<file path="config.mk">
export PLATFORM = sky130hd
export DESIGN_NAME = base64url_stream_decoder_flat
export DESIGN_NICKNAME = d
export VERILOG_FILES = /design/src/hw/rtl/b64d_pkg.sv /design/src/hw/rtl/b64d_char_if.sv /design/src/hw/rtl/b64d_byte_if.sv /design/src/hw/rtl/b64d_cfg_if.sv /design/src/hw/rtl/base64url_stream_decoder.sv /design/src/flat_wrapper.sv
export SDC_FILE = /design/constraint.sdc
export NUM_CORES = 1
export LEC_CHECK = 0
export ABC_AREA = 0
export BUFFER_PORTS_ARGS = -buffer_cell sky130_fd_sc_hd__buf_4
export CAP_MARGIN = 20
export CELL_PAD_IN_SITES_DETAIL_PLACEMENT = 0
export CELL_PAD_IN_SITES_GLOBAL_PLACEMENT = 1
export CORE_AREA = 2 2 124 126
export CTS_BUF_LIST = sky130_fd_sc_hd__clkbuf_2
export DETAILED_ROUTE_END_ITERATION = 10
export DIE_AREA = 0 0 126 128
export GPL_ROUTABILITY_DRIVEN = 0
export PLACE_DENSITY = 0.95
export SETUP_SLACK_MARGIN = 0.3
export SLEW_MARGIN = 0
export SYNTH_ARGS = -nofsm -noshare
export SYNTH_HDL_FRONTEND = slang
export SYNTH_SLANG_ARGS = --single-unit
</file>
<file path="constraint.sdc">
create_clock -name clk -period 8.4 [get_ports clk]
set_clock_uncertainty 0.2 [all_clocks]
set_input_delay 0.42 -clock clk [delete_from_list [all_inputs] [get_ports clk]]
set_output_delay 0.42 -clock clk [all_outputs]
set_load 0.005 [all_outputs]
</file>
<file path="src/hw/rtl/b64d_pkg.sv">
// ----------------------------------------------------------------------------
// b64d_pkg
// Shared types, constants and the character decode function of the base64url
// stream decoder.
// ----------------------------------------------------------------------------
package b64d_pkg;

	// Width of the byte count field on the result channel.
	localparam int LEN_OUT_W = 24;

	// Default width of the internal byte counter.
	localparam int LENGTH_BITS_DEF = 24;

	// Configuration register indexes.
	localparam logic [7:0] REG_CHAR_62 = 8'd0;
	localparam logic [7:0] REG_CHAR_63 = 8'd1;

	// Register reset values.
	localparam logic [7:0] CHAR_MINUS      = 8'h2D;
	localparam logic [7:0] CHAR_UNDERSCORE = 8'h5F;

	// Fixed characters of the alphabet.
	localparam logic [7:0] CHAR_EQUALS = 8'h3D;
	localparam logic [7:0] CHAR_UPPER_A = 8'h41;
	localparam logic [7:0] CHAR_UPPER_Z = 8'h5A;
	localparam logic [7:0] CHAR_LOWER_A = 8'h61;
	localparam logic [7:0] CHAR_LOWER_Z = 8'h7A;
	localparam logic [7:0] CHAR_DIGIT_0 = 8'h30;
	localparam logic [7:0] CHAR_DIGIT_9 = 8'h39;

	typedef logic [5:0] sextet_t;

	typedef struct packed {
		logic    bad;
		sextet_t value;
	} sextet_dec_t;

	// Maps one character to its 6-bit value. Letters and digits win over the
	// two programmable codes, and '=' always marks the character as bad.
	function automatic sextet_dec_t decode_char(input logic [7:0] c,
			input logic [7:0] c62, input logic [7:0] c63);
		sextet_dec_t d;
		logic [7:0]  off;
		d   = '{bad: 1'b1, value: '0};
		off = '0;
		if (c == CHAR_EQUALS) begin
			d.bad = 1'b1;
		end else if (c >= CHAR_UPPER_A && c <= CHAR_UPPER_Z) begin
			off = c - CHAR_UPPER_A;
			d   = '{bad: 1'b0, value: off[5:0]};
		end else if (c >= CHAR_LOWER_A && c <= CHAR_LOWER_Z) begin
			off = c - CHAR_LOWER_A + 8'd26;
			d   = '{bad: 1'b0, value: off[5:0]};
		end else if (c >= CHAR_DIGIT_0 && c <= CHAR_DIGIT_9) begin
			off = c - CHAR_DIGIT_0 + 8'd52;
			d   = '{bad: 1'b0, value: off[5:0]};
		end else if (c == c62) begin
			d = '{bad: 1'b0, value: 6'd62};
		end else if (c == c63) begin
			d = '{bad: 1'b0, value: 6'd63};
		end
		return d;
	endfunction

endpackage

</file>
<file path="src/hw/rtl/b64d_char_if.sv">
// ----------------------------------------------------------------------------
// b64d_char_if
// Character channel: one encoded character per request, with an end flag.
// ----------------------------------------------------------------------------
interface b64d_char_if;
	logic       valid;
	logic       ready;
	logic [7:0] char_in;
	logic       end_of_message;

	modport source(output valid, char_in, end_of_message, input ready);
	modport sink(input valid, char_in, end_of_message, output ready);
endinterface

</file>
<file path="src/hw/rtl/b64d_byte_if.sv">
// ----------------------------------------------------------------------------
// b64d_byte_if
// Result channel: one decoded byte or end marker per request.
// ----------------------------------------------------------------------------
interface b64d_byte_if;
	logic        valid;
	logic        ready;
	logic [7:0]  byte_out;
	logic        byte_present;
	logic        final_result;
	logic [23:0] total_length;

	modport source(output valid, byte_out, byte_present, final_result, total_length,
		input ready);
	modport sink(input valid, byte_out, byte_present, final_result, total_length,
		output ready);
endinterface

</file>
<file path="src/hw/rtl/b64d_cfg_if.sv">
// ----------------------------------------------------------------------------
// b64d_cfg_if
// Configuration write channel: register index and write data.
// ----------------------------------------------------------------------------
interface b64d_cfg_if;
	logic       valid;
	logic       ready;
	logic [7:0] reg_index;
	logic [7:0] wdata;

	modport source(output valid, reg_index, wdata, input ready);
	modport sink(input valid, reg_index, wdata, output ready);
endinterface

</file>
<file path="src/hw/rtl/base64url_stream_decoder.sv">
// ----------------------------------------------------------------------------
// base64url_stream_decoder
// Decodes a base64url character stream into bytes, one character per request.
// ----------------------------------------------------------------------------
// One character is taken per clock when the decoder is ready for it. A
// character that yields bytes loads them into a three-entry result buffer that
// drains one byte per cycle while the sink is ready. Such a character is taken
// once that buffer is empty or its last entry leaves. A character that yields
// nothing is taken in the cycle it arrives, even while the buffer drains. The
// final character of a message flushes a partial group; if that character
// yields no byte at all, a single end marker without data is sent. The last
// result of each message carries the byte count, which saturates at
// 2^LENGTH_BITS - 1. The two programmable alphabet codes may be written at any
// time the decoder is idle.
// ----------------------------------------------------------------------------
module base64url_stream_decoder #(
	parameter int LENGTH_BITS = b64d_pkg::LENGTH_BITS_DEF
) (
	input  logic clk,
	input  logic arst_n,
	b64d_cfg_if.sink    cfg,
	b64d_char_if.sink   chars,
	b64d_byte_if.source bytes
);
	import b64d_pkg::*;

	typedef logic [LENGTH_BITS-1:0] count_t;

	localparam count_t COUNT_MAX = '1;

	function automatic count_t sat_add(input count_t c, input logic [1:0] n);
		logic [LENGTH_BITS:0] sum;
		sum = {1'b0, c} + {{(LENGTH_BITS-1){1'b0}}, n};
		return sum[LENGTH_BITS] ? COUNT_MAX : sum[LENGTH_BITS-1:0];
	endfunction

	// Configuration and decoder state.
	logic [7:0]  c62_q, c63_q;
	logic [17:0] pend_q;
	logic [1:0]  pend_cnt_q;
	logic        stopped_q;
	count_t      count_q;

	// Result buffer.
	logic [7:0]  buf_q [3];
	logic [1:0]  buf_cnt_q;
	logic        present_q;
	logic        final_q;
	count_t      len_q;

	sextet_dec_t dec;
	logic        accept, take, use_char, full_group, last, marker;
	logic [17:0] pend_n;
	logic [1:0]  pend_cnt_n, n_bytes;
	logic [23:0] group;

	assign cfg.ready   = 1'b1;
	// A request that yields nothing never touches the result buffer.
	assign chars.ready = (n_bytes == 2'd0 && !marker) || (buf_cnt_q == 2'd0) ||
		(buf_cnt_q == 2'd1 && bytes.ready);
	assign accept      = chars.valid && chars.ready;
	assign take        = bytes.valid && bytes.ready;
	assign last        = chars.end_of_message;

	assign dec        = decode_char(chars.char_in, c62_q, c63_q);
	assign use_char   = !stopped_q && !dec.bad;
	assign full_group = use_char && pend_cnt_q == 2'd3;

	always_comb begin
		pend_n     = pend_q;
		pend_cnt_n = pend_cnt_q;
		if (full_group) begin
			pend_n     = '0;
			pend_cnt_n = 2'd0;
		end else if (use_char) begin
			pend_n     = {pend_q[11:0], dec.value};
			pend_cnt_n = pend_cnt_q + 2'd1;
		end
		// A completed group and a flush never happen together: the group
		// leaves nothing pending.
		if (full_group) begin
			n_bytes = 2'd3;
			group   = {pend_q, dec.value};
		end else if (last && pend_cnt_n == 2'd3) begin
			n_bytes = 2'd2;
			group   = {pend_n, 6'd0};
		end else if (last && pend_cnt_n == 2'd2) begin
			n_bytes = 2'd1;
			group   = {pend_n[11:0], 12'd0};
		end else begin
			n_bytes = 2'd0;
			group   = '0;
		end
	end

	assign marker = last && n_bytes == 2'd0;

	always_ff @(posedge clk or negedge arst_n) begin
		if (!arst_n) begin
			c62_q <= CHAR_MINUS;
			c63_q <= CHAR_UNDERSCORE;
		end else if (cfg.valid) begin
			unique case (cfg.reg_index)
				REG_CHAR_62: c62_q <= cfg.wdata;
				REG_CHAR_63: c63_q <= cfg.wdata;
				default: ;
			endcase
		end
	end

	always_ff @(posedge clk or negedge arst_n) begin
		if (!arst_n) begin
			pend_q     <= '0;
			pend_cnt_q <= 2'd0;
			stopped_q  <= 1'b0;
			count_q    <= '0;
			buf_cnt_q  <= 2'd0;
			present_q  <= 1'b0;
			final_q    <= 1'b0;
		end else begin
			if (take) begin
				buf_cnt_q <= buf_cnt_q - 2'd1;
			end
			if (accept) begin
				pend_q     <= last ? 18'd0 : pend_n;
				pend_cnt_q <= last ? 2'd0 : pend_cnt_n;
				stopped_q  <= !last && (stopped_q || dec.bad);
				count_q    <= last ? '0 : sat_add(count_q, n_bytes);
				if (n_bytes != 2'd0 || marker) begin
					buf_cnt_q <= marker ? 2'd1 : n_bytes;
					present_q <= !marker;
					final_q   <= last;
				end
			end
		end
	end

	// Payload of the result buffer: loaded on a request that yields results,
	// shifted down as the sink takes each byte.
	always_ff @(posedge clk) begin
		if (accept && (n_bytes != 2'd0 || marker)) begin
			buf_q[0] <= group[23:16];
			buf_q[1] <= group[15:8];
			buf_q[2] <= group[7:0];
			len_q    <= marker ? count_q : sat_add(count_q, 2'd1);
		end else if (take) begin
			buf_q[0] <= buf_q[1];
			buf_q[1] <= buf_q[2];
			len_q    <= sat_add(len_q, 2'd1);
		end
	end

	assign bytes.valid        = buf_cnt_q != 2'd0;
	assign bytes.byte_out     = buf_q[0];
	assign bytes.byte_present = present_q;
	assign bytes.final_result = final_q && buf_cnt_q == 2'd1;
	assign bytes.total_length = LEN_OUT_W'(len_q);

endmodule

</file>
<file path="src/flat_wrapper.sv">
// flat-port wrapper written by rule: the top's interface ports become plain ports
module base64url_stream_decoder_flat import b64d_pkg::*;
#(
	parameter int LENGTH_BITS = b64d_pkg::LENGTH_BITS_DEF
)
  (clk, arst_n, cfg_valid, cfg_reg_index, cfg_wdata, cfg_ready, chars_valid, chars_char_in, chars_end_of_message, chars_ready, bytes_valid, bytes_byte_out, bytes_byte_present, bytes_final_result, bytes_total_length, bytes_ready);
  b64d_cfg_if cfg_i ();
  b64d_char_if chars_i ();
  b64d_byte_if bytes_i ();
  input  logic clk;
  input  logic arst_n;
  input wire logic [$bits(cfg_i.valid)-1:0] cfg_valid;
  input wire logic [$bits(cfg_i.reg_index)-1:0] cfg_reg_index;
  input wire logic [$bits(cfg_i.wdata)-1:0] cfg_wdata;
  output wire logic [$bits(cfg_i.ready)-1:0] cfg_ready;
  input wire logic [$bits(chars_i.valid)-1:0] chars_valid;
  input wire logic [$bits(chars_i.char_in)-1:0] chars_char_in;
  input wire logic [$bits(chars_i.end_of_message)-1:0] chars_end_of_message;
  output wire logic [$bits(chars_i.ready)-1:0] chars_ready;
  output wire logic [$bits(bytes_i.valid)-1:0] bytes_valid;
  output wire logic [$bits(bytes_i.byte_out)-1:0] bytes_byte_out;
  output wire logic [$bits(bytes_i.byte_present)-1:0] bytes_byte_present;
  output wire logic [$bits(bytes_i.final_result)-1:0] bytes_final_result;
  output wire logic [$bits(bytes_i.total_length)-1:0] bytes_total_length;
  input wire logic [$bits(bytes_i.ready)-1:0] bytes_ready;
  assign cfg_i.valid = cfg_valid;
  assign cfg_i.reg_index = cfg_reg_index;
  assign cfg_i.wdata = cfg_wdata;
  assign cfg_ready = cfg_i.ready;
  assign chars_i.valid = chars_valid;
  assign chars_i.char_in = chars_char_in;
  assign chars_i.end_of_message = chars_end_of_message;
  assign chars_ready = chars_i.ready;
  assign bytes_valid = bytes_i.valid;
  assign bytes_byte_out = bytes_i.byte_out;
  assign bytes_byte_present = bytes_i.byte_present;
  assign bytes_final_result = bytes_i.final_result;
  assign bytes_total_length = bytes_i.total_length;
  assign bytes_i.ready = bytes_ready;
  base64url_stream_decoder #(.LENGTH_BITS(LENGTH_BITS)) u_core (.clk(clk), .arst_n(arst_n), .cfg(cfg_i), .chars(chars_i), .bytes(bytes_i));
endmodule
</file>
**Word level (Yosys, flattened, before mapping)**

Memory sizes are Yosys's and may differ from the RTL's.
Cells that the tools add are included.

- Register bits: 89
- Bits in latches: 0
- Memory bits (writable): 24
- ROM bits: 0
- Input port bits: 30
- Output and inout bits: 37
- Memories: 1

Memory list:

| name | depth | bits a word | read ports | clocked after Yosys merged registers in | write ports | line | RTL |
|---|---|---|---|---|---|---|---|
| u_core.buf_q | 3 | 8 | 3 | 0 | 3 | base64url_stream_decoder.sv:45 | `logic [7:0] buf_q [3];` |

- Add/sub/neg operators: 10
- Multipliers: 0
- Div/mod/pow operators: 0
- Magnitude comparators: 6
- Equality and inequality tests: 8
- Shift operators: 0
- Multiplexer cells: 37
- Bitwise gates (word level): 2
- Reduce and logical (&&, ||, !) cells: 32

Operators with widths:

| kind | number |
|---|---|
| $mux W24 | 10 |
| $mux W18 | 3 |
| $add A24 B1 Y25 const B | 2 |
| $mux W7 | 5 |
| $add A24 B2 Y25 | 1 |
| $mux W2 | 9 |
| $eq A8 B8 Y1 | 2 |
| $ge A8 B7 Y1 const B | 2 |
| $le A8 B7 Y1 const B | 2 |
| $mux W8 | 2 |
| $logic_and A1 B1 Y1 | 15 |
| $sub A6 B6 Y6 const B | 2 |
| $eq A8 B1 Y1 const B | 1 |
| $eq A8 B6 Y1 const B | 1 |
| $ge A8 B6 Y1 const B | 1 |
| $le A8 B6 Y1 const B | 1 |
| $logic_not A8 Y1 | 1 |
| $mux W1 | 7 |
| $add A6 B5 Y6 const B | 1 |
| $add A6 B6 Y6 const B | 1 |
| $eq A2 B2 Y1 const B | 3 |
| $mux W6 | 1 |
| $reduce_and A2 Y1 | 3 |
| $reduce_bool A2 Y1 | 3 |
| 8 further kinds | 16 |

**Depth between registers and ports, before layout**

Gate-level depths: netlist (run 1).

- Depth in word-level cells: 27
- Mapped depth: 21

**Worst setup path after synthesis (run 1)**

No wires, ideal clock.

- Path type: input -> register
- From: in chars_char_in[2]
- To: reg u_core.count_q[7]
- Setup time: 0.119 ns
- Data arrival time: 4.168 ns
- Data required time: 8.081 ns
- Slack: 3.913 ns
- Cell stages on the path: 21
- Path through: buf_4 -> inv_1 -> ha_1 -> a21oi_1 -> a311o_1 -> a32o_1 -> o31ai_4 -> buf_2 -> mux2i_1 -> and2_1 -> nor2_1 -> inv_1 -> ha_1 -> fa_1 -> and3_1 -> and3_1 -> nand2_1 -> clkbuf_1 -> nand3_1 -> a21oi_1 -> nor2_1

- Word-level cells in the longest chain between the ends: 23

RTL lines:

| what | line | RTL |
|---|---|---|
| start, declared | flat_wrapper.sv:17 | `input wire logic [$bits(chars_i.char_in)-1:0] chars_char_in;` |
| branches (longest 6 deep; another with $ge A8 B6 Y1) | - |  |
| $mux W1 (*) | b64d_pkg.sv:46 | `if (c == CHAR_EQUALS) begin` |
| $logic_not A1 Y1 (*) | base64url_stream_decoder.sv:66 | `assign use_char = !stopped_q && !dec.bad;` |
| $logic_and A1 B1 Y1 (*) | base64url_stream_decoder.sv:66 |  |
| $mux W2 / $logic_and A1 B1 Y1 (equally long branches) | base64url_stream_decoder.sv:75, base64url_stream_decoder.sv:67 |  |
| $mux W2 | base64url_stream_decoder.sv:72 | `if (full_group) begin` |
| $eq A2 B2 Y1 | base64url_stream_decoder.sv:87 | `end else if (last && pend_cnt_n == 2'd2) begin` |
| $logic_and A1 B1 Y1 | base64url_stream_decoder.sv:87 |  |
| $mux W1 | base64url_stream_decoder.sv:87 |  |
| $mux W2 | base64url_stream_decoder.sv:84 | `end else if (last && pend_cnt_n == 2'd3) begin` |
| $mux W2 (*) | base64url_stream_decoder.sv:81 | `if (full_group) begin` |
| branches (longest 7 deep; another with $add A24 B2 Y25) | - |  |
| end signal, assigned | base64url_stream_decoder.sv:128 | `count_q <= last ? '0 : sat_add(count_q, n_bytes);` |
| end, declared | base64url_stream_decoder.sv:42 | `count_t count_q;` |

Every way passes the cells marked *.
A chain may end at the register's enable or synchronous reset.

**Worst setup path in the final report (run 1)**

- From: reg u_core.c63_q[0]
- To: reg u_core.count_q[14]

- Word-level cells in the longest chain between the ends: 23

RTL lines:

| what | line | RTL |
|---|---|---|
| start, declared | base64url_stream_decoder.sv:38 | `logic [7:0] c62_q, c63_q;` |
| start signal, assigned | base64url_stream_decoder.sv:105 | `REG_CHAR_63: c63_q <= cfg.wdata;` |
| $eq A8 B8 Y1 (*) | b64d_pkg.sv:59 | `end else if (c == c63) begin` |
| $mux W7 (*) | b64d_pkg.sv:59 |  |
| $mux W7 (*) | b64d_pkg.sv:57 | `end else if (c == c62) begin` |
| $mux W7 (*) | b64d_pkg.sv:54 | `end else if (c >= CHAR_DIGIT_0 && c <= CHAR_DIGIT_9) begin` |
| $mux W7 (*) | b64d_pkg.sv:51 | `end else if (c >= CHAR_LOWER_A && c <= CHAR_LOWER_Z) begin` |
| $mux W7 (*) | b64d_pkg.sv:48 | `end else if (c >= CHAR_UPPER_A && c <= CHAR_UPPER_Z) begin` |
| $mux W1 (*) | b64d_pkg.sv:46 |  |
| $logic_not A1 Y1 (*) | base64url_stream_decoder.sv:66 |  |
| $logic_and A1 B1 Y1 (*) | base64url_stream_decoder.sv:66 |  |
| $mux W2 / $logic_and A1 B1 Y1 (equally long branches) | base64url_stream_decoder.sv:75, base64url_stream_decoder.sv:67 |  |
| $mux W2 | base64url_stream_decoder.sv:72 |  |
| $eq A2 B2 Y1 | base64url_stream_decoder.sv:87 |  |
| $logic_and A1 B1 Y1 | base64url_stream_decoder.sv:87 |  |
| $mux W1 | base64url_stream_decoder.sv:87 |  |
| $mux W2 | base64url_stream_decoder.sv:84 |  |
| $mux W2 (*) | base64url_stream_decoder.sv:81 |  |
| branches (longest 7 deep; another with $add A24 B2 Y25) | - |  |

Marked as above.

==> results of run 1 <==
## Yosys cell counts, drive strengths merged (23+ instances only)
cell,instances
nand2,94
clkbuf,27
xor2,34
edfxtp,48
buf,27
nand3,36
a22oi,34
dfrtp,55
o21ai,42
a21oi,47
nor2,63
inv,23
## how the worst max path moves through the flow
stage                      from            endpoint  slack, ns
2_1_floorplan  chars_char_in[2]   u_core.count_q[7]       3.91
3_3_place_gp   chars_char_in[2]  u_core.count_q[12]       3.43
3_5_place_dp   chars_char_in[2]  u_core.count_q[14]       3.26
4_1_cts         u_core.c63_q[0]  u_core.count_q[14]       3.61
5_1_grt         u_core.c62_q[3]  u_core.count_q[10]       3.17
6_report        u_core.c63_q[0]  u_core.count_q[14]       3.61
## stage by stage
step           total power, mW  setup WS, ns  utilization (%)  hold slack [ns]  instance area, sq um
3_5_place_dp             1.597         3.265            52.44           0.2891                  7795
2_1_floorplan            1.347         3.913                -         -0.07559                  7306
6_report                 2.085         3.610            55.59          0.05496                  8263
5_1_grt                  2.214         3.165            55.59         0.007113                  8263
4_1_cts                  2.084         3.614            55.51         0.004203                  8252
3_3_place_gp             1.584         3.430            52.44           0.2770                  7795
## flip-flops by register name (all words and copies together) (netlist names)
name / flops
u_core.buf_q: 24
u_core.bytes.total_length: 24
u_core.count_q: 24
u_core.bytes.byte_present: 1
u_core.stopped_q: 1
u_core.pend_cnt_q: 2
u_core.buf_cnt_q: 2
u_core.c63_q: 8
u_core.final_q: 1
u_core.c62_q: 8
u_core.pend_q: 18
## layout make-up
cell class	count	area (sq um)
Fill cell	1362	6601
Tap cell	188	235.2
Clock buffer	18	90.09
Clock inverter	14	236.5
Inverter	24	90.09
Multi-Input combinational cell	603	3871
Timing Repair Buffer	83	659.4
Sequential cell	113	3080
## per-layer routing
metal / up-vias / track usage (%) / wire [microns]
met5: - / 0 / 0
met4: 0 / 7.563 / 331
met3: 30 / 4.883 / 1385
met2: 264 / 34.03 / 8193
met1: 3058 / 33.78 / 8643
li1: 3005 / - / -
## logic make-up (layout without fill, tap and decap cells)
kind of cell               after synthesis  in the layout  synth area share, %
and+or+nand+nor                        295            295                19.93
AOI/OAI and AO/OA                      211            211                19.75
DFF                                    113            113                42.16
buffers and inverters                   78            139                4.881
xor gates and xnor gates                56             56                6.713
muxes                                   23             23                3.494
adders and majority gates               17             17                3.014
other                                    1              1              0.05133
## where the power goes
part | internal, mW | total, mW | switching (mW)
sequential | 0.769 | 0.910 | 0.141
clock | 0.256 | 0.482 | 0.226
combinational | 0.310 | 0.693 | 0.383
total | 1.34 | 2.09 | 0.750
## worst reg2reg max path, stage by stage (launching register included)
cell and delay [ns]:
dfstp_2 0.57, xor2_1 0.06, nor4_1 0.40, a32o_1 0.29, o31ai_4 0.07, buf_4 0.26, nor2_1 0.51, nor2_1 0.16
inv_1 0.12, ha_1 0.19, fa_1 0.25, and3_1 0.23, nand3_1 0.11, nor3_1 0.60, nor2_1 0.28, a41o_1 0.31
a21oi_1 0.13
==> metrics.cfg, run 1 <==
[critical_path]
r2r-start = u_core.c63_q[0]
r2r-end = u_core.count_q[14]
cp_slowest_cell = nor3_1
required_ns = 8.83
cp_max_fo = 41
worst_ep_arrival_time_ns = 5.22
crit_chain = xor2_1 > nor4_1 > a32o_1 > o31ai_4 > buf_4 > nor2_1 > nor2_1 > inv_1 > ha_1 > fa_1 > and3_1 > nand3_1 > nor3_1 > nor2_1 > a41o_1 > a21oi_1
path_delay_family = simple AND/OR/NAND/NOR gates
reg2reg_slack_ns = 3.61
worstSetupStartpointType = register
reg2reg_depth = 16
worstSetupPathType = register to register
cp_num_cells = 16
slowest_delay_ns = 0.60
crit_path_frequent_cell = nor2_1
path_buf_inv = 2
end_kind = register

[pwr]
vdd_ir_drop_max_mv = 0.09662
power_density_mw_per_mm2 = 252.3
p_leak_nw = 3.334

[clock_network]
cts_made_buffers = 17
cts_setup_buffers = 0
htreeDepth = 4
clkSlewWorstSetupHoldPaths_ns = 0.17
clockBufferDepth = 2
clk_latency_ns = 0.70
cts.repair.resized = 0
cts_tree = yes
cts_sinks = 113
ctsHoldBuffers = 13
ctsRootBufferMaster = clkbuf_2

[global_route]
grt_max_degree = 66
grt_use_total_pct = 23.01
grt_overflow = 0
antenna_found_initial = 0
grt_pass1_wl_mm = 30.07
grt_pass1_vias = 5801

[yosys]
yosysWarnings = 0
synthFlopType = dfrtp_1
ys_top_cells_by_area = edfxtp_1, dfrtp_1, nand2_1
synth_area_per_cell_sq_um = 9.201
synth_edf_count = 48
synth_area_leader_cell = edfxtp_1
synthArstFlopShare_pct = 57.52
synth.distinct_cells = 72
synth_nets = 841
yosysTopAreaCellShare_pct = 19.73
synth-seq-cells = 113
seq_area_frac_synth_pct = 42.16
syn-cell-area_sq_mm = 0.007306
synth_cells = 794

[timing]
slew_headroom_pct = 35.82
rsz0062_at_grt = no
slew_violations = 0
tns_ns = 0
tightest_slew_ns = 0.9592
hold_viol_final = 0
fin_crit_ns = 4.790
setup_viol_count_final = 0
fmax_ghz = 0.2088
finalCritPeriodShare_pct = 57.03

[run]
maxCapViolCount = 0

[floorplanning]
initial_utilization_pct = 49.15
core_area_sq_mm = 0.01486
num_rows = 45
num_io_pins = 67
die_h_microns = 128
die-area_sq_mm = 0.01613
die_w_microns = 126

[route]
dr.pass1.iters = 5
postRouteAntennaNets = 0
drc = 0
post_drt_via_cell_ratio = 6.095
vias = 6357
drt_wl_total_mm = 18.55
initialDrtViolationCount = 707
wire_per_inst_microns = 17.79

[placed_design]
dp_cells = 997
dp_hpwl_mm = 12.86
io_buffer_count = 65

[finish]
fin_nets = 889
drive_above_1_share_pct = 17.08
layout.cells.non_filler = 1043
num_antenna_cells = 0
final_cell_mix = nand2_1, buf_4, nor2_1
layout_commonest_cell = nand2_1
syn_to_final_growth_pct = 13.10

[min_path]
holdCritPathClass = input port to register
min_to = u_core.c62_q[6]
hold_start = cfg_reg_index[0]
holdPathStages = 3

[outcome]
outcome = completed

Power figures use the tool's default switching activity.
==> run 2, diff against run 1 <==
--- a/config.mk
+++ b/config.mk
@@ -5,17 +5,17 @@
 export SDC_FILE = /design/constraint.sdc
 export NUM_CORES = 1
 export LEC_CHECK = 0
-export ABC_AREA = 0
+export ABC_AREA = 1
 export BUFFER_PORTS_ARGS = -buffer_cell sky130_fd_sc_hd__buf_4
 export CAP_MARGIN = 20
 export CELL_PAD_IN_SITES_DETAIL_PLACEMENT = 0
 export CELL_PAD_IN_SITES_GLOBAL_PLACEMENT = 1
-export CORE_AREA = 2 2 124 126
+export CORE_AREA = 2 2 138 140
 export CTS_BUF_LIST = sky130_fd_sc_hd__clkbuf_2
 export DETAILED_ROUTE_END_ITERATION = 10
-export DIE_AREA = 0 0 126 128
+export DIE_AREA = 0 0 140 142
 export GPL_ROUTABILITY_DRIVEN = 0
-export PLACE_DENSITY = 0.95
+export PLACE_DENSITY = 0.93
 export SETUP_SLACK_MARGIN = 0.3
 export SLEW_MARGIN = 0
 export SYNTH_ARGS = -nofsm -noshare
==> constraint.sdc (replaced) <==
create_clock -name clk -period 4.75 [get_ports clk]
set_clock_uncertainty 0.2 [all_clocks]
set_input_delay 0.2375 -clock clk [delete_from_list [all_inputs] [get_ports clk]]
set_output_delay 0.2375 -clock clk [all_outputs]
set_load 0.005 [all_outputs]
==> run 2 against run 1 <==
  * The run now ends with design-rule violations left
  * Utilization fell by 5.2 points
  * Register-to-register slack worse by 2.9 ns
  * Highest routed layer unchanged
  * Global-route usage is 0.064 points lower
  * Routed wire length is 18% higher
  * Sequential power up 67%
==> metrics.cfg, run 2 <==
[outcome]
outcome = finished, violations left
violations = design-rule violations

[timing]
holdWs_ns = 0.08592
fin_crit_ns = 4.017
finalCritPeriodShare_pct = 84.57
slew_violations = 0
tns_ns = 0
fmax_ghz = 0.2489
tightest_slew_ns = 0.9690
setup_viol_count_final = 0
slew_headroom_pct = 35.17
rsz0062_at_grt = no
hold_viol_final = 0

[floorplanning]
initial_utilization_pct = 44.89
core_area_sq_mm = 0.01846
num_rows = 50
num_io_pins = 67
die_w_microns = 140
die-area_sq_mm = 0.01988
die_h_microns = 142

[yosys]
seq_area_frac_synth_pct = 37.18
synth.distinct_cells = 47
synth_common_cells = nand2_1, inv_1, o21ai_0, nor2_1, nand3_1
yosysWarnings = 0
synth_most_common_cell = nand2_1
synth_nets = 1211
synth_cells = 1164
synth-seq-cells = 113
synthArstFlopShare_pct = 57.52
synth_area_leader_cell = edfxtp_1
yosysTopAreaCellShare_pct = 17.40
synth_edf_count = 48
syn-cell-area_sq_mm = 0.008284
synthFlopType = dfrtp_1
ys_top_cells_by_area = edfxtp_1, nand2_1, dfrtp_1
synth_area_per_cell_sq_um = 7.117

[critical_path]
reg2reg_slack_ns = 0.73
r2r-start = u_core.c63_q[3]
crit_path_frequent_cell = nor2_1
slowest_delay_ns = 0.60
crit_chain = xor2_1 > nor2_1 > nand2_1 > nor2_1 > nor2_4 > nand2_8 > nand2_4 > nand2_4 > nand3_4 > o21ai_1 > ha_1 > fa_1 > nand3_1 > nor2_1 > inv_1 > nor2_1 > nand2_1 > nand2_1 > o211ai_1 > o21ai_0
end_kind = register
cp_slowest_cell = dfstp_2
cp_max_fo = 21
worst_ep_arrival_time_ns = 4.46
required_ns = 5.19
reg2reg_depth = 20
critPathLaunch = u_core.c63_q[3]
path_buf_inv = 1
cp_num_cells = 20
worstSetupPathType = register to register
worstSetupStartpointType = register
path_delay_family = simple AND/OR/NAND/NOR gates

[route]
initialDrtViolationCount = 580
post_drt_via_cell_ratio = 5.227
dr.pass1.iters = 11
drt_wl_total_mm = 21.85
wire_per_inst_microns = 14.77
drc = 7
vias = 7731
postRouteAntennaNets = 0

[clock_network]
cts_made_buffers = 17
htreeDepth = 4
cts_sinks = 113
clkSlewWorstSetupHoldPaths_ns = 0.21
ctsRootBufferMaster = clkbuf_2
clk_latency_ns = 0.72
cts_setup_buffers = 0
cts_tree = yes
clockBufferDepth = 2

[min_path]
holdCritPathClass = input port to register
hold_start = chars_char_in[1]
holdPathStages = 9

[pwr]
pwr-share-clk_pct = 17.0
intPower_mw = 1.954
swShare_pct = 42.20
vdd_ir_drop_max_mv = 0.1616
power_density_mw_per_mm2 = 363.8
p_switching_mw = 1.427
totalPowerFinal_mw = 3.382
p_seq_share_pct = 44.9
p_leak_nw = 4.278
p_comb_share_pct = 38.1

[placed_design]
io_buffer_count = 65
dp_hpwl_mm = 15.31
dpl-instance-area_sq_mm = 0.008765
dp_cells = 1415

[finish]
syn_to_final_growth_pct = 12.22
layout.cells.non_filler = 1479
final_cell_mix = nand2_1, inv_1, o21ai_0
drive_above_1_share_pct = 12.94
layout_commonest_cell = nand2_1
fin_nets = 1278
fin_area_sq_mm = 0.009296

[global_route]
grt_max_degree = 56
grt_overflow = 0
grt_use_total_pct = 22.95
antenna_found_initial = 1
grt_pass1_wl_mm = 36.78
grt_pass1_vias = 7368

[run]
maxCapViolCount = 0

-- run 2: cell count changes in the layout (fill, tap and decap cells not counted), sizes merged, moves of 10 or more --
cell and delta:
nand2 +302, o21ai +109, mux2 -17, a22oi -34
o22a -10, dlygate4sd3 +17, xor2 +16, and2 -14
nand3 +36, and3 -17, nor2 +26, inv +106
xnor2 -13, a21oi -31
-- run 2: layout make-up --
| cell class | count | area [sq um] |
|---|---|---|
| inverter | 128 | 490.5 |
| timing repair buffer | 101 | 853.3 |
| clock buffer | 17 | 85.08 |
| fill | 1843 | 9159 |
| multi-input combinational | 870 | 4380 |
| sequential | 113 | 3080 |
| antenna | 1 | 2.502 |
| tap | 234 | 292.8 |
| clock inverter | 15 | 111.4 |
-- run 2: power by group through the flow --
| stage | sequential [mW] | combinational, mW | clock, mW |
|---|---|---|---|
| 5_1_grt | 1.56 | 1.45 | 0.630 |
| 4_1_cts | 1.52 | 1.29 | 0.588 |
| 3_3_place_gp | 1.54 | 1.24 | 0 |
| 6_report | 1.52 | 1.29 | 0.575 |
| 2_1_floorplan | 1.50 | 0.894 | 0 |
| 3_5_place_dp | 1.54 | 1.25 | 0 |
-- run 2: tightest hold or removal path: stages --
cell	delay, ns
buf_4	0.15
inv_2	0.11
a21oi_1	0.08
nand2_1	0.06
a21oi_1	0.09
nand2_1	0.06
nand2_1	0.07
nand2_1	0.07
o21ai_1	0.05
-- run 2: worst paths after layout --
check / end
max in group asynchronous: u_core.count_q[19]
setup / recovery: u_core.count_q[17]
hold reg to reg: u_core.c63_q[4]
setup reg to reg: u_core.count_q[17]
hold / removal: u_core.pend_q[1]
min in group asynchronous: u_core.c62_q[2]
-- run 2: routing by layer --
metal	share of wire, %	up-vias	GRT usage [%]
li1	-	3900	-
met1	47	3532	32.11
met2	46	273	37.13
met3	6.2	26	4.038
met4	1.4	0	5.954
met5	0	-	0
-- run 2: logic make-up (layout without fill, tap and decap cells) --
logic type	count (synthesis)	in the layout	share of synthesized area, %
XOR/XNOR	59	59	6.238
buffers and inverters	181	261	10.03
AND/OR/NAND/NOR	606	606	31.91
AO/OA/AOI/OAI	187	187	11.93
flip-flops	113	113	37.18
adder cells (fa/ha/maj)	17	17	2.658
other	1	2	0.04527
-- run 2: timing repair --
action	in CTS	in global routing
hold buffers	31	0
resized for setup	0	5
hold endpoints to repair	141	0
endpoints found under the setup margin	0	13
-- run 2: stage by stage --
stage | setup WS, ns | util (%)
2_1_floorplan | 1.048 | -
3_3_place_gp | 0.4249 | 47.49
3_5_place_dp | 0.2886 | 47.49
4_1_cts | 0.5146 | 50.33
5_1_grt | 0.3824 | 50.37
6_report | 0.7327 | 50.37
==> run 3, diff against run 2 <==
==> constraint.sdc (replaced) <==
create_clock -name clk -period 3.8 [get_ports clk]
set_clock_uncertainty 0.2 [all_clocks]
set_input_delay 0.19 -clock clk [delete_from_list [all_inputs] [get_ports clk]]
set_output_delay 0.19 -clock clk [all_outputs]
set_load 0.005 [all_outputs]
==> run 3 against run 2 <==
  * The run ends with design-rule violations, negative hold slack left
  * Clock-buffer cell count stayed put
  * Setup slack worse by 0.32 ns
  * Non-clock buffer count is 55 higher
  * Hold slack worse by 0.60 ns
  * Flip-flop and latch count stayed put
  * Utilization is 3.2 points higher
  * Critical endpoint is now u_core.count_q[15]
  * Maximum frequency is 19% higher
  * Clock power is 38% higher
  * Design area is 6.4% higher
  * Critical path depth is 3 higher
==> metrics.cfg, run 3 (synthesized netlist as in run 2, its figures left out) <==
[outcome]
outcome = finished, violations left
violations = design-rule violations, negative hold slack

[pwr]
vdd_ir_drop_max_mv = 0.1770
p_leak_nw = 4.515
power_density_mw_per_mm2 = 448.8

[timing]
fin_crit_ns = 3.383
finalWorstSetupSlack_ns = 0.4173
hold_viol_final = 20
finalCritPeriodShare_pct = 89.02
slew_violations = 0
tightest_slew_ns = 0.6688
fmax_ghz = 0.2956
slew_headroom_pct = 55.07
setup_viol_count_final = 0
rsz0062_at_grt = yes
holdWs_ns = -0.5165

[finish]
layout_commonest_cell = nand2_1
fin_nets = 1333
fill_cells = 1758
syn_to_final_growth_pct = 19.45
drive_above_1_share_pct = 15.40
final_util_pct = 53.62
final_cell_mix = nand2_1, inv_1, o21ai_0
layout.cells.non_filler = 1534

[critical_path]
cp_slowest_cell = dfstp_2
required_ns = 4.24
reg2reg_slack_ns = 0.42
crit_chain = xnor2_1 > nand2_1 > nor2_1 > nand2_2 > nand2_1 > nor2_4 > nand2_8 > nand2_4 > nand2_2 > nand2_4 > inv_2 > o21ai_2 > ha_1 > nand2_1 > o21ai_2 > inv_1 > nor2_2 > buf_4 > inv_1 > nor2_1 > xor2_1 > o21ai_0 > o21ai_0
worst_ep_arrival_time_ns = 3.82
slowest_delay_ns = 0.60
cp_max_fo = 9
worstSetupPathType = register to register
reg2reg_depth = 23
worstSetupStartpointType = register
end_kind = register
crit_path_frequent_cell = nand2_1

[floorplanning]
die-area_sq_mm = 0.01988
die_w_microns = 140
num_io_pins = 67
core_area_sq_mm = 0.01846
die_h_microns = 142
initial_utilization_pct = 44.89
num_rows = 50

[placed_design]
dp_cells = 1440
dp_hpwl_mm = 15.92
io_buffer_count = 65
post-place-ws_ns = -0.09522

[route]
initialDrtViolationCount = 702
drt_wl_total_mm = 22.81
wire_per_inst_microns = 14.87
drc = 6
dr.pass1.iters = 9
post_drt_via_cell_ratio = 5.269
postRouteAntennaNets = 0
vias = 8083

[global_route]
grt_pass1_vias = 7277
grt_pass1_wl_mm = 36.94
grt_overflow = 0
grt_max_degree = 56
grt_use_total_pct = 23.28
antenna_found_initial = 1

[run]
maxCapViolCount = 0

[min_path]
holdCritPathClass = input port to register
holdPathStages = 2

[clock_network]
clkSlewWorstSetupHoldPaths_ns = 0.20
ctsHoldBuffers = 59
cts_made_buffers = 17
ctsRootBufferMaster = clkbuf_2
clk_latency_ns = 0.75
clockBufferDepth = 2
cts_sinks = 113
htreeDepth = 4
cts_tree = yes

==> run 3: changes by cell type in the layout (fill, tap and decap cells not counted), moves of 3 or more <==
cell,delta
dlygate4sd3_1,+27
o21ai_2,+3
o21ai_1,-3
buf_4,+24
nor2_1,-4
nor2_4,+3
==> run 3: critical path: cells and delay by family (launching register included) <==
kind / cells / cell delay [ns]
and+or+nand+nor: 12 / 1.10
DFF: 1 / 0.60
buffers and inverters: 4 / 0.45
AOI/OAI and AO/OA: 4 / 0.45
adders and majority gates: 1 / 0.27
xor gates and xnor gates: 2 / 0.19
==> run 3: stage by stage <==
stage / area [sq um] / setup TNS [ns] / power, mW
2_1_floorplan: 8287 / 0 / 2.996
6_report: 9896 / 0 / 4.441
4_1_cts: 9798 / 0 / 4.441
3_5_place_dp: 8955 / -1.256 / 3.572
3_3_place_gp: 8955 / 0 / 3.540
5_1_grt: 9896 / 0 / 4.743
==> run 3: layout make-up <==
cell class | instances | area, sq um | area share [%]
well taps | 234 | 292.8 | 2.959
clock inverters | 15 | 135.1 | 1.366
repair buffers | 156 | 1368 | 13.82
clock buffers | 17 | 85.08 | 0.8598
multi-input cells | 870 | 4442 | 44.89
diodes | 1 | 2.502 | 0.02529
inverters | 128 | 490.5 | 4.956
flip-flops and latches | 113 | 3080 | 31.13
==> run 3: final timing paths <==
path | endpoint | from
setup / recovery | u_core.count_q[15] | u_core.c62_q[3]
hold / removal | u_core.count_q[16] | chars_end_of_message
setup reg to reg | u_core.count_q[15] | u_core.c62_q[3]
hold reg to reg | u_core.c63_q[1] | u_core.c63_q[1]
max in group asynchronous | u_core.count_q[19] | arst_n
min in group asynchronous | u_core.c63_q[6] | arst_n
==> run 3: repair_timing <==
item,in CTS,in global routing
pin swaps,1,1
hold endpoints to repair,211,20
resized for setup,6,17
buffers inserted,0,2
endpoints found under the setup margin,24,35
==> run 3: routing by layer <==
metal	vias to the layer above	routed length (microns)	GRT usage [%]
li1	4004	-	-
met1	3740	10760	32.38
met2	295	10150	36.71
met3	44	1445	4.643
met4	0	455	7.602
met5	-	0	0
==> run 3: power by group <==
part	leakage, nW	total, mW	switching, mW	internal (mW)
registers	1.33	1.90	0.244	1.66
clock network	0.124	0.795	0.554	0.241
logic	3.07	1.74	1.04	0.702
